**config.mk**
```make
export PLATFORM = sky130hd
export DESIGN_NAME = julian_day_converter_core
export DESIGN_NICKNAME = d
export VERILOG_FILES = /design/src/jdc_pkg.sv /design/src/julian_day_converter_core.sv
export SDC_FILE = /design/constraint.sdc
export NUM_CORES = 2
export LEC_CHECK = 0
export BUFFER_PORTS_ARGS = -buffer_cell sky130_fd_sc_hd__clkbuf_2
export CAP_MARGIN = 20
export CORE_UTILIZATION = 38
export DETAILED_ROUTE_END_ITERATION = 8
export PLACE_DENSITY = 0.5
export SLEW_MARGIN = 20
export SYNTH_ARGS = -nofsm -noshare
export SYNTH_HDL_FRONTEND = slang
export SYNTH_SLANG_ARGS = --single-unit
```
**constraint.sdc**
```tcl
create_clock -name clk -period 19.1 [get_ports clk]
set_input_delay 1.91 -clock clk [delete_from_list [all_inputs] [get_ports clk]]
set_output_delay 1.91 -clock clk [all_outputs]
set_load 0.01 [all_outputs]
```
**src/jdc_pkg.sv**
```systemverilog
// jdc_pkg: shared types and constants of the julian day converter
// holds the request record, range limits and reciprocal multipliers
// no dependencies
package jdc_pkg;

	// request fields echoed down the pipeline
	typedef struct packed {
		logic               cmd;
		logic signed [14:0] year;
		logic [3:0]         month;
		logic [4:0]         day;
		logic [22:0]        day_number;
	} req_t;

	localparam logic              CMD_TO_JDN  = 1'b0;
	localparam logic              CMD_TO_DATE = 1'b1;

	localparam logic [22:0]        JDN_MAX  = 23'd5373484;
	localparam logic signed [14:0] YEAR_MIN = -15'sd4713;
	localparam logic signed [14:0] YEAR_MAX = 15'sd9999;

	// ceil(c * 2^k / d) reciprocals, k chosen so that xmax * d < 2^k
	localparam logic [14:0] CEN_MUL = 15'(((64'd1 << 21) + 64'd99) / 64'd100);
	localparam logic [24:0] T2_MUL  = 25'(((64'd4 << 40) + 64'd146096) / 64'd146097);
	localparam logic [27:0] YR_MUL  = 28'(((64'd4000 << 36) + 64'd1461000) / 64'd1461001);
	localparam logic [16:0] MO_MUL  = 17'(((64'd80 << 21) + 64'd2446) / 64'd2447);
	localparam logic [23:0] W7_MUL  = 24'(((64'd1 << 26) + 64'd6) / 64'd7);

endpackage

```
**src/julian_day_converter_core.sv**
```systemverilog
// julian_day_converter_core: gregorian date <-> julian day number, six stage pipeline
// depends on jdc_pkg
//
// channel   dir  handshake              payload
// s_*       in   s_tvalid / s_tready    s_tdata: year, month, day, day_number; s_tuser: cmd
// m_*       out  m_tvalid / m_tready    m_tdata: jdn, year, month, day, weekday; m_tuser: error
//
// one item per clock while m_tready does not hold the output back
// the depth is set by the chain of reciprocal multiplies on the day number to date path
// each stage holds its item while the stage after it is full and stalled, so a stall ripples back
// s_tready drops only when every stage holds an item and m_tready is low
// arst_n clears the valid bits only; no clearing pass
module julian_day_converter_core (
	input  logic        clk,
	input  logic        arst_n,
	input  logic        s_tvalid,
	output logic        s_tready,
	input  logic [47:0] s_tdata,  // year[14:0], month[18:15], day[23:19], day_number[46:24]
	input  logic [0:0]  s_tuser,  // cmd[0]
	output logic        m_tvalid,
	input  logic        m_tready,
	output logic [55:0] m_tdata,  // jdn[22:0], year[37:23], month[41:38], day[46:42],
	                              // weekday[49:47]
	output logic [0:0]  m_tuser   // range_error[0]
);

	// 367 * m' / 12 by month, m' being month shifted so that march is 1
	localparam logic [8:0] MON_OFF [16] = '{
		9'd0, 9'd336, 9'd367, 9'd30, 9'd61, 9'd91, 9'd122, 9'd152,
		9'd183, 9'd214, 9'd244, 9'd275, 9'd305, 9'd0, 9'd0, 9'd0
	};
	// 2447 * mo / 80
	localparam logic [8:0] MO_OFF [16] = '{
		9'd0, 9'd30, 9'd61, 9'd91, 9'd122, 9'd152, 9'd183, 9'd214,
		9'd244, 9'd275, 9'd305, 9'd336, 9'd367, 9'd397, 9'd428, 9'd458
	};

	logic v1, v2, v3, v4, v5, v6;
	logic en1, en2, en3, en4, en5, en6;

	assign en6 = !v6 || m_tready;
	assign en5 = !v5 || en6;
	assign en4 = !v4 || en5;
	assign en3 = !v3 || en4;
	assign en2 = !v2 || en3;
	assign en1 = !v1 || en2;
	assign s_tready = en1;
	assign m_tvalid = v6;

	always_ff @(posedge clk or negedge arst_n) begin
		if (!arst_n) begin
			v1 <= 1'b0;
			v2 <= 1'b0;
			v3 <= 1'b0;
			v4 <= 1'b0;
			v5 <= 1'b0;
			v6 <= 1'b0;
		end else begin
			if (en1) v1 <= s_tvalid;
			if (en2) v2 <= v1;
			if (en3) v3 <= v2;
			if (en4) v4 <= v3;
			if (en5) v5 <= v4;
			if (en6) v6 <= v5;
		end
	end

	// stage 1: month offsets, year products, day number offset and product
	jdc_pkg::req_t      req_in;
	logic               early;
	logic signed [15:0] y1_w, y2_w;
	logic [23:0]        t1_w;
	logic               bad0_w;

	assign req_in.cmd        = s_tuser[0];
	assign req_in.year       = s_tdata[14:0];
	assign req_in.month      = s_tdata[18:15];
	assign req_in.day        = s_tdata[23:19];
	assign req_in.day_number = s_tdata[46:24];

	always_comb begin
		early  = (req_in.month <= 4'd2);
		y1_w   = 16'(req_in.year) + 16'sd4800 - (early ? 16'sd1 : 16'sd0);
		y2_w   = 16'(req_in.year) + 16'sd4900 - (early ? 16'sd1 : 16'sd0);
		t1_w   = {1'b0, req_in.day_number} + 24'd68569;
		bad0_w = (req_in.month < 4'd1) || (req_in.month > 4'd12) || (req_in.day == 5'd0) ||
			(req_in.year < jdc_pkg::YEAR_MIN) || (req_in.year > jdc_pkg::YEAR_MAX);
	end

	jdc_pkg::req_t req_s1;
	logic          bad_s1;
	logic [24:0]   amul_s1;
	logic [28:0]   cen_s1;
	logic [8:0]    mtab_s1;
	logic [23:0]   t1_s1;
	logic [48:0]   t2p_s1;

	always_ff @(posedge clk) begin
		if (en1) begin
			req_s1  <= req_in;
			bad_s1  <= bad0_w;
			amul_s1 <= {11'd0, y1_w[13:0]} * 25'd1461;
			cen_s1  <= {15'd0, y2_w[13:0]} * {14'd0, jdc_pkg::CEN_MUL};
			mtab_s1 <= MON_OFF[req_in.month];
			t1_s1   <= t1_w;
			t2p_s1  <= {25'd0, t1_w} * {24'd0, jdc_pkg::T2_MUL};
		end
	end

	// stage 2: day number sum and range, century remainder
	logic [7:0]         cen_w, cb_w, t2_w;
	logic [9:0]         c3_w;
	logic signed [24:0] j_w;
	logic [25:0]        t2off_w;
	logic               bad1_w;

	always_comb begin
		cen_w   = cen_s1[28:21];
		c3_w    = {2'd0, cen_w} * 10'd3;
		cb_w    = c3_w[9:2];
		j_w     = $signed({20'd0, req_s1.day}) - 25'sd32075 + $signed({2'd0, amul_s1[24:2]})
			+ $signed({16'd0, mtab_s1}) - $signed({17'd0, cb_w});
		bad1_w  = bad_s1 || (j_w < 25'sd0) || (j_w > $signed({2'd0, jdc_pkg::JDN_MAX}));
		t2_w    = t2p_s1[47:40];
		t2off_w = ({18'd0, t2_w} * 26'd146097 + 26'd3) >> 2;
	end

	jdc_pkg::req_t req_s2;
	logic          bad_s2;
	logic [22:0]   j_s2;
	logic [7:0]    t2_s2;
	logic [15:0]   t1p_s2;

	always_ff @(posedge clk) begin
		if (en2) begin
			req_s2 <= req_s1;
			bad_s2 <= bad1_w;
			j_s2   <= j_w[22:0];
			t2_s2  <= t2_w;
			t1p_s2 <= 16'({2'd0, t1_s1} - t2off_w);
		end
	end

	// stage 3: weekday and year-in-century products
	logic [22:0] x_w;
	logic [16:0] t1p1_w;

	assign x_w    = (req_s2.cmd == jdc_pkg::CMD_TO_DATE) ? req_s2.day_number : j_s2;
	assign t1p1_w = {1'b0, t1p_s2} + 17'd1;

	jdc_pkg::req_t req_s3;
	logic          bad_s3;
	logic [22:0]   j_s3, x_s3;
	logic [7:0]    t2_s3;
	logic [15:0]   t1p_s3;
	logic [46:0]   w7p_s3;
	logic [44:0]   yrp_s3;

	always_ff @(posedge clk) begin
		if (en3) begin
			req_s3 <= req_s2;
			bad_s3 <= bad_s2;
			j_s3   <= j_s2;
			t2_s3  <= t2_s2;
			t1p_s3 <= t1p_s2;
			x_s3   <= x_w;
			w7p_s3 <= {24'd0, x_w} * {23'd0, jdc_pkg::W7_MUL};
			yrp_s3 <= {28'd0, t1p1_w} * {17'd0, jdc_pkg::YR_MUL};
		end
	end

	// stage 4: x mod 7 from the quotient, since -7q = q mod 8; year in century, day in year
	logic [20:0] q7_w;
	logic [7:0]  yr_w;
	logic [19:0] yoff_w;

	always_comb begin
		q7_w   = w7p_s3[46:26];
		yr_w   = yrp_s3[43:36];
		yoff_w = ({12'd0, yr_w} * 20'd1461) >> 2;
	end

	jdc_pkg::req_t req_s4;
	logic          bad_s4;
	logic [22:0]   j_s4;
	logic [7:0]    t2_s4, yr_s4;
	logic [2:0]    wd_s4;
	logic [8:0]    t1pp_s4;

	always_ff @(posedge clk) begin
		if (en4) begin
			req_s4  <= req_s3;
			bad_s4  <= bad_s3;
			j_s4    <= j_s3;
			t2_s4   <= t2_s3;
			yr_s4   <= yr_w;
			wd_s4   <= x_s3[2:0] + q7_w[2:0];
			t1pp_s4 <= 9'({4'd0, t1p_s3} - yoff_w + 20'd31);
		end
	end

	// stage 5: month product
	jdc_pkg::req_t req_s5;
	logic          bad_s5;
	logic [22:0]   j_s5;
	logic [7:0]    t2_s5, yr_s5;
	logic [2:0]    wd_s5;
	logic [8:0]    t1pp_s5;
	logic [25:0]   mop_s5;

	always_ff @(posedge clk) begin
		if (en5) begin
			req_s5  <= req_s4;
			bad_s5  <= bad_s4;
			j_s5    <= j_s4;
			t2_s5   <= t2_s4;
			yr_s5   <= yr_s4;
			wd_s5   <= wd_s4;
			t1pp_s5 <= t1pp_s4;
			mop_s5  <= {17'd0, t1pp_s4} * {9'd0, jdc_pkg::MO_MUL};
		end
	end

	// stage 6: date assembly and result selection
	logic [4:0]         mo_w, mm_w;
	logic               yc_w;
	logic [8:0]         dd_w;
	logic signed [15:0] yy_w;
	logic               dn_bad_w;
	logic [22:0]        jdn_w;
	logic [14:0]        year_w;
	logic [3:0]         month_w;
	logic [4:0]         day_w;
	logic [2:0]         wd_w;
	logic               err_w;

	always_comb begin
		mo_w     = mop_s5[25:21];
		yc_w     = (mo_w >= 5'd11);
		dd_w     = t1pp_s5 - MO_OFF[mo_w[3:0]];
		mm_w     = mo_w + 5'd2 - (yc_w ? 5'd12 : 5'd0);
		yy_w     = ($signed({8'd0, t2_s5}) - 16'sd49) * 16'sd100
			+ $signed({8'd0, yr_s5}) + $signed({15'd0, yc_w});
		dn_bad_w = (req_s5.day_number > jdc_pkg::JDN_MAX);
		if (req_s5.cmd == jdc_pkg::CMD_TO_JDN) begin
			jdn_w   = bad_s5 ? 23'd0 : j_s5;
			year_w  = req_s5.year;
			month_w = req_s5.month;
			day_w   = req_s5.day;
			wd_w    = bad_s5 ? 3'd0 : wd_s5;
			err_w   = bad_s5;
		end else begin
			jdn_w   = req_s5.day_number;
			year_w  = dn_bad_w ? 15'd0 : yy_w[14:0];
			month_w = dn_bad_w ? 4'd0 : mm_w[3:0];
			day_w   = dn_bad_w ? 5'd0 : dd_w[4:0];
			wd_w    = dn_bad_w ? 3'd0 : wd_s5;
			err_w   = dn_bad_w;
		end
	end

	logic [22:0] jdn_s6;
	logic [14:0] year_s6;
	logic [3:0]  month_s6;
	logic [4:0]  day_s6;
	logic [2:0]  wd_s6;
	logic        err_s6;

	always_ff @(posedge clk) begin
		if (en6) begin
			jdn_s6   <= jdn_w;
			year_s6  <= year_w;
			month_s6 <= month_w;
			day_s6   <= day_w;
			wd_s6    <= wd_w;
			err_s6   <= err_w;
		end
	end

	assign m_tdata = {6'd0, wd_s6, day_s6, month_s6, year_s6, jdn_s6};
	assign m_tuser = err_s6;

endmodule

```
==> reports/qor.txt <==
status -> finished clean
vias in the first global route -> 35100
hold path startpoint -> t2_s3[2]
Post-Syn Instances -> 4771
total grt overflow -> 0
Die Width -> 386 µm
total global-route track usage -> 17.6%
CTS Sinks -> 570
GP Congestion -> 0.900
Nets -> 6628
Core Footprint -> 146000 µm²
Hold-fix buffers, CTS -> 0
Final HPWL DP -> 105000 µm
initial antenna violation count -> 10
Synth cell types -> 84
Worst Max-Slew Pin Slew -> 1.14 ns
critical path arrival -> 10.71 ns
post-synthesis sequential area ratio -> 30.5%
hold endpoint -> t2_s4[2]
reg-to-reg setup timing slack -> 10.34 ns
worst reg2reg path startpoint -> t1p_s2[3]
minimum clock period -> 10.34 ns
top_reg_cell synth -> edfxtp_1
number of fill cells -> 13900
synthesized area per cell -> 11.7 µm²
Hold Vio Cnt, Final -> 0
class of the worst hold path -> register to register
pin count of the biggest net entering global routing -> 76
Post-synth ARST share -> 1.05%
Reg2Reg Depth -> 27
Detailed Route WL -> 125000 µm
Required @ worst endpoint -> 19.47 ns
layout cells sized above 1 -> 6.06%
wire length per cell after detailed routing -> 18.1 µm
area grow syn2layout -> 9.21%
endpoint type of the worst setup path -> register
worst skew pair latency -> 0.62 ns
peak fanout along the critical path -> 9
row cnt -> 140
Post-CTS Resized -> 0
leading area contributor after synthesis -> edfxtp_1
Setup TNS -> 0 ns
yosys warns -> 0
Die Ht -> 386 µm
Max-Cap Viols -> 0
Die ar. -> 149000 µm²
Max-Slew Margin vs Limit -> 23.9%
DRC Markers -> 0
M1 GR Usage -> 25.5%
setup violators final -> 0
number of synthesized register bits -> 570
clock buffer depth -> 3
CTS tree -> yes
Hold Path Depth -> 0
Starting Density -> 38.3%
I/O Pins -> 112
Most Crowded Layer GR -> met2
slowest CP cell -> a211oi_1
Final Cycle Share -> 54.1%
Post-CTS Setup Bufs -> 0
Max Fclk -> 96.7 MHz
global-route wire length before repair -> 200000 µm
critical path's most frequent cell -> inv_1
class of the most critical setup path -> input port to register
CP max stage delay -> 0.70 ns
largest cells by area after synthesis -> edfxtp_1 30%, fa_1 25%, ha_1 21%, inv_1 8.7%, xnor2_1 3.0%
H-tree levels -> 2
GR Util met2 -> 28.6%
# port buffers -> 104
Via Count -> 32800
Post-Synthesis Cell Area -> 55900 µm²
Core Util, Final -> 41.9%
clk_skew -> 0.0195 ns
RSZ-0062 raised after global routing -> no
CTS clk-pin slew, worst paths -> 0.06 ns
met3 Usage GRT -> 1.67%
Final Slew Violations -> 0
antenna viol nets, final -> 0
Root Buffer Master -> clkbuf_16
Synth top area share -> 30.3%
Setup crit start kind -> input port
Reg-to-Reg End -> yrp_s3[43]
Num CTS Buffers -> 61
Post-synth EDFFs -> 564
initial DRC count -> 1497
drt first pass iters -> 5
Via density -> 4.74
==> metrics by stage <==
| stage | area [µm²] | setup slack, ns | std cells | hold WS, ns |
|---|---|---|---|---|
| floorplan | 56000 | 9.19 | 4776 | 0.400 |
| global placement | 59000 | 8.10 | 6800 | 0.400 |
| detailed placement | 59000 | 8.06 | 6800 | 0.405 |
| CTS | 61000 | 8.74 | 6916 | 0.412 |
| global route | 61100 | 8.21 | 6921 | 0.417 |
| finish | 61100 | 8.76 | 6922 | 0.411 |
==> cell usage after synthesis (23+ instances only) <==
| master | count |
|---|---|
| nor3_1 | 41 |
| o21a_1 | 26 |
| xor2_1 | 74 |
| xnor2_1 | 189 |
| o22ai_1 | 26 |
| nand4_1 | 23 |
| nand2_1 | 65 |
| o21bai_1 | 24 |
| fa_1 | 690 |
| o21ai_1 | 27 |
| o21ai_0 | 51 |
| nor2_1 | 115 |
| ha_1 | 938 |
| a21oi_1 | 136 |
| a21o_1 | 79 |
| edfxtp_1 | 564 |
| nand3_1 | 53 |
| inv_1 | 1302 |
==> final cells by class <==
| type | count | area [µm²] | area share, % |
|---|---|---|---|
| antenna | 5 | 12.5 | 0.0205 |
| clock buffer | 67 | 1590 | 2.61 |
| clock inverter | 49 | 423 | 0.692 |
| inverter | 1307 | 4910 | 8.03 |
| multi-input combinational | 2867 | 33900 | 55.4 |
| sequential | 570 | 17100 | 28.0 |
| tap | 1917 | 2400 | 3.93 |
| timing repair buffer | 140 | 811 | 1.33 |
==> sequential cells by signal, indices dropped and copies added, names as in the netlist, 9 cells and up <==
register / cells
req_s3: 48
req_s1: 48
j_s3: 23
mtab_s1: 9
req_s2: 48
t1_s1: 16
t1p_s3: 9
amul_s1: 23
year_s6: 15
t1p_s2: 16
req_s4: 48
j_s4: 23
j_s2: 23
j_s5: 23
req_s5: 48
t1pp_s4: 9
jdn_s6: 23
==> layer usage <==
metal / vias up / wire length, µm
met2: 424 / 58400
met4: 0 / 2250
met3: 119 / 3920
met5: - / 0
met1: 16300 / 60700
li1: 15900 / -
==> critical path: cells and delay by family <==
kind | cells | cell delay (ns)
AND/OR/NAND/NOR | 9 | 1.72
AO/OA/AOI/OAI | 6 | 2.12
adder cells (fa/ha/maj) | 8 | 3.64
buffers and inverters | 8 | 0.69
XOR/XNOR | 2 | 0.61
==> worst max path at each step <==
stage	from	end	slack (ns)	cells past startpoint
global route	s_tdata[24]	t2p_s1[45]	8.21	29
floorplan	m_tready	s_tready	9.19	4
finish	s_tdata[24]	t2p_s1[45]	8.76	33
global placement	s_tdata[24]	t2p_s1[47]	8.10	33
detailed placement	s_tdata[24]	t2p_s1[47]	8.06	33
CTS	s_tdata[24]	t2p_s1[47]	8.74	33
==> cells in the final DEF, fill, tap and decap left out, types with 12 or more instances in the layout <==
| master | n |
|---|---|
| a211oi_1 | 20 |
| a21o_1 | 79 |
| a21oi_1 | 136 |
| a22o_1 | 22 |
| a31oi_1 | 17 |
| and2_1 | 16 |
| and3_1 | 13 |
| buf_4 | 35 |
| clkbuf_16 | 63 |
| clkbuf_2 | 104 |
| clkinv_2 | 14 |
| edfxtp_1 | 564 |
| fa_1 | 690 |
| ha_1 | 938 |
| inv_1 | 1300 |
| mux2_2 | 20 |
| nand2_1 | 63 |
| nand2b_1 | 18 |
| nand3_1 | 51 |
| nand4_1 | 23 |
| nor2_1 | 114 |
| nor2b_1 | 20 |
| nor3_1 | 41 |
| o211ai_1 | 12 |
| o21a_1 | 26 |
| o21ai_0 | 51 |
| o21ai_1 | 27 |
| o21bai_1 | 24 |
| o22ai_1 | 26 |
| xnor2_1 | 189 |
| xor2_1 | 74 |
==> logic make-up after synthesis <==
group	after synthesis	share of synthesized area [%]
XOR/XNOR	264	4.16
buffers and inverters	1339	9.05
other	1	0.00670
flip-flops	570	30.5
AND/OR/NAND/NOR	428	3.93
adder cells (fa/ha/maj)	1628	45.7
multiplexers	27	0.532
AO/OA/AOI/OAI	514	6.11
Power is not shown: default switching activity piles up to over one toggle a cycle in this logic, so the estimate is an artifact.
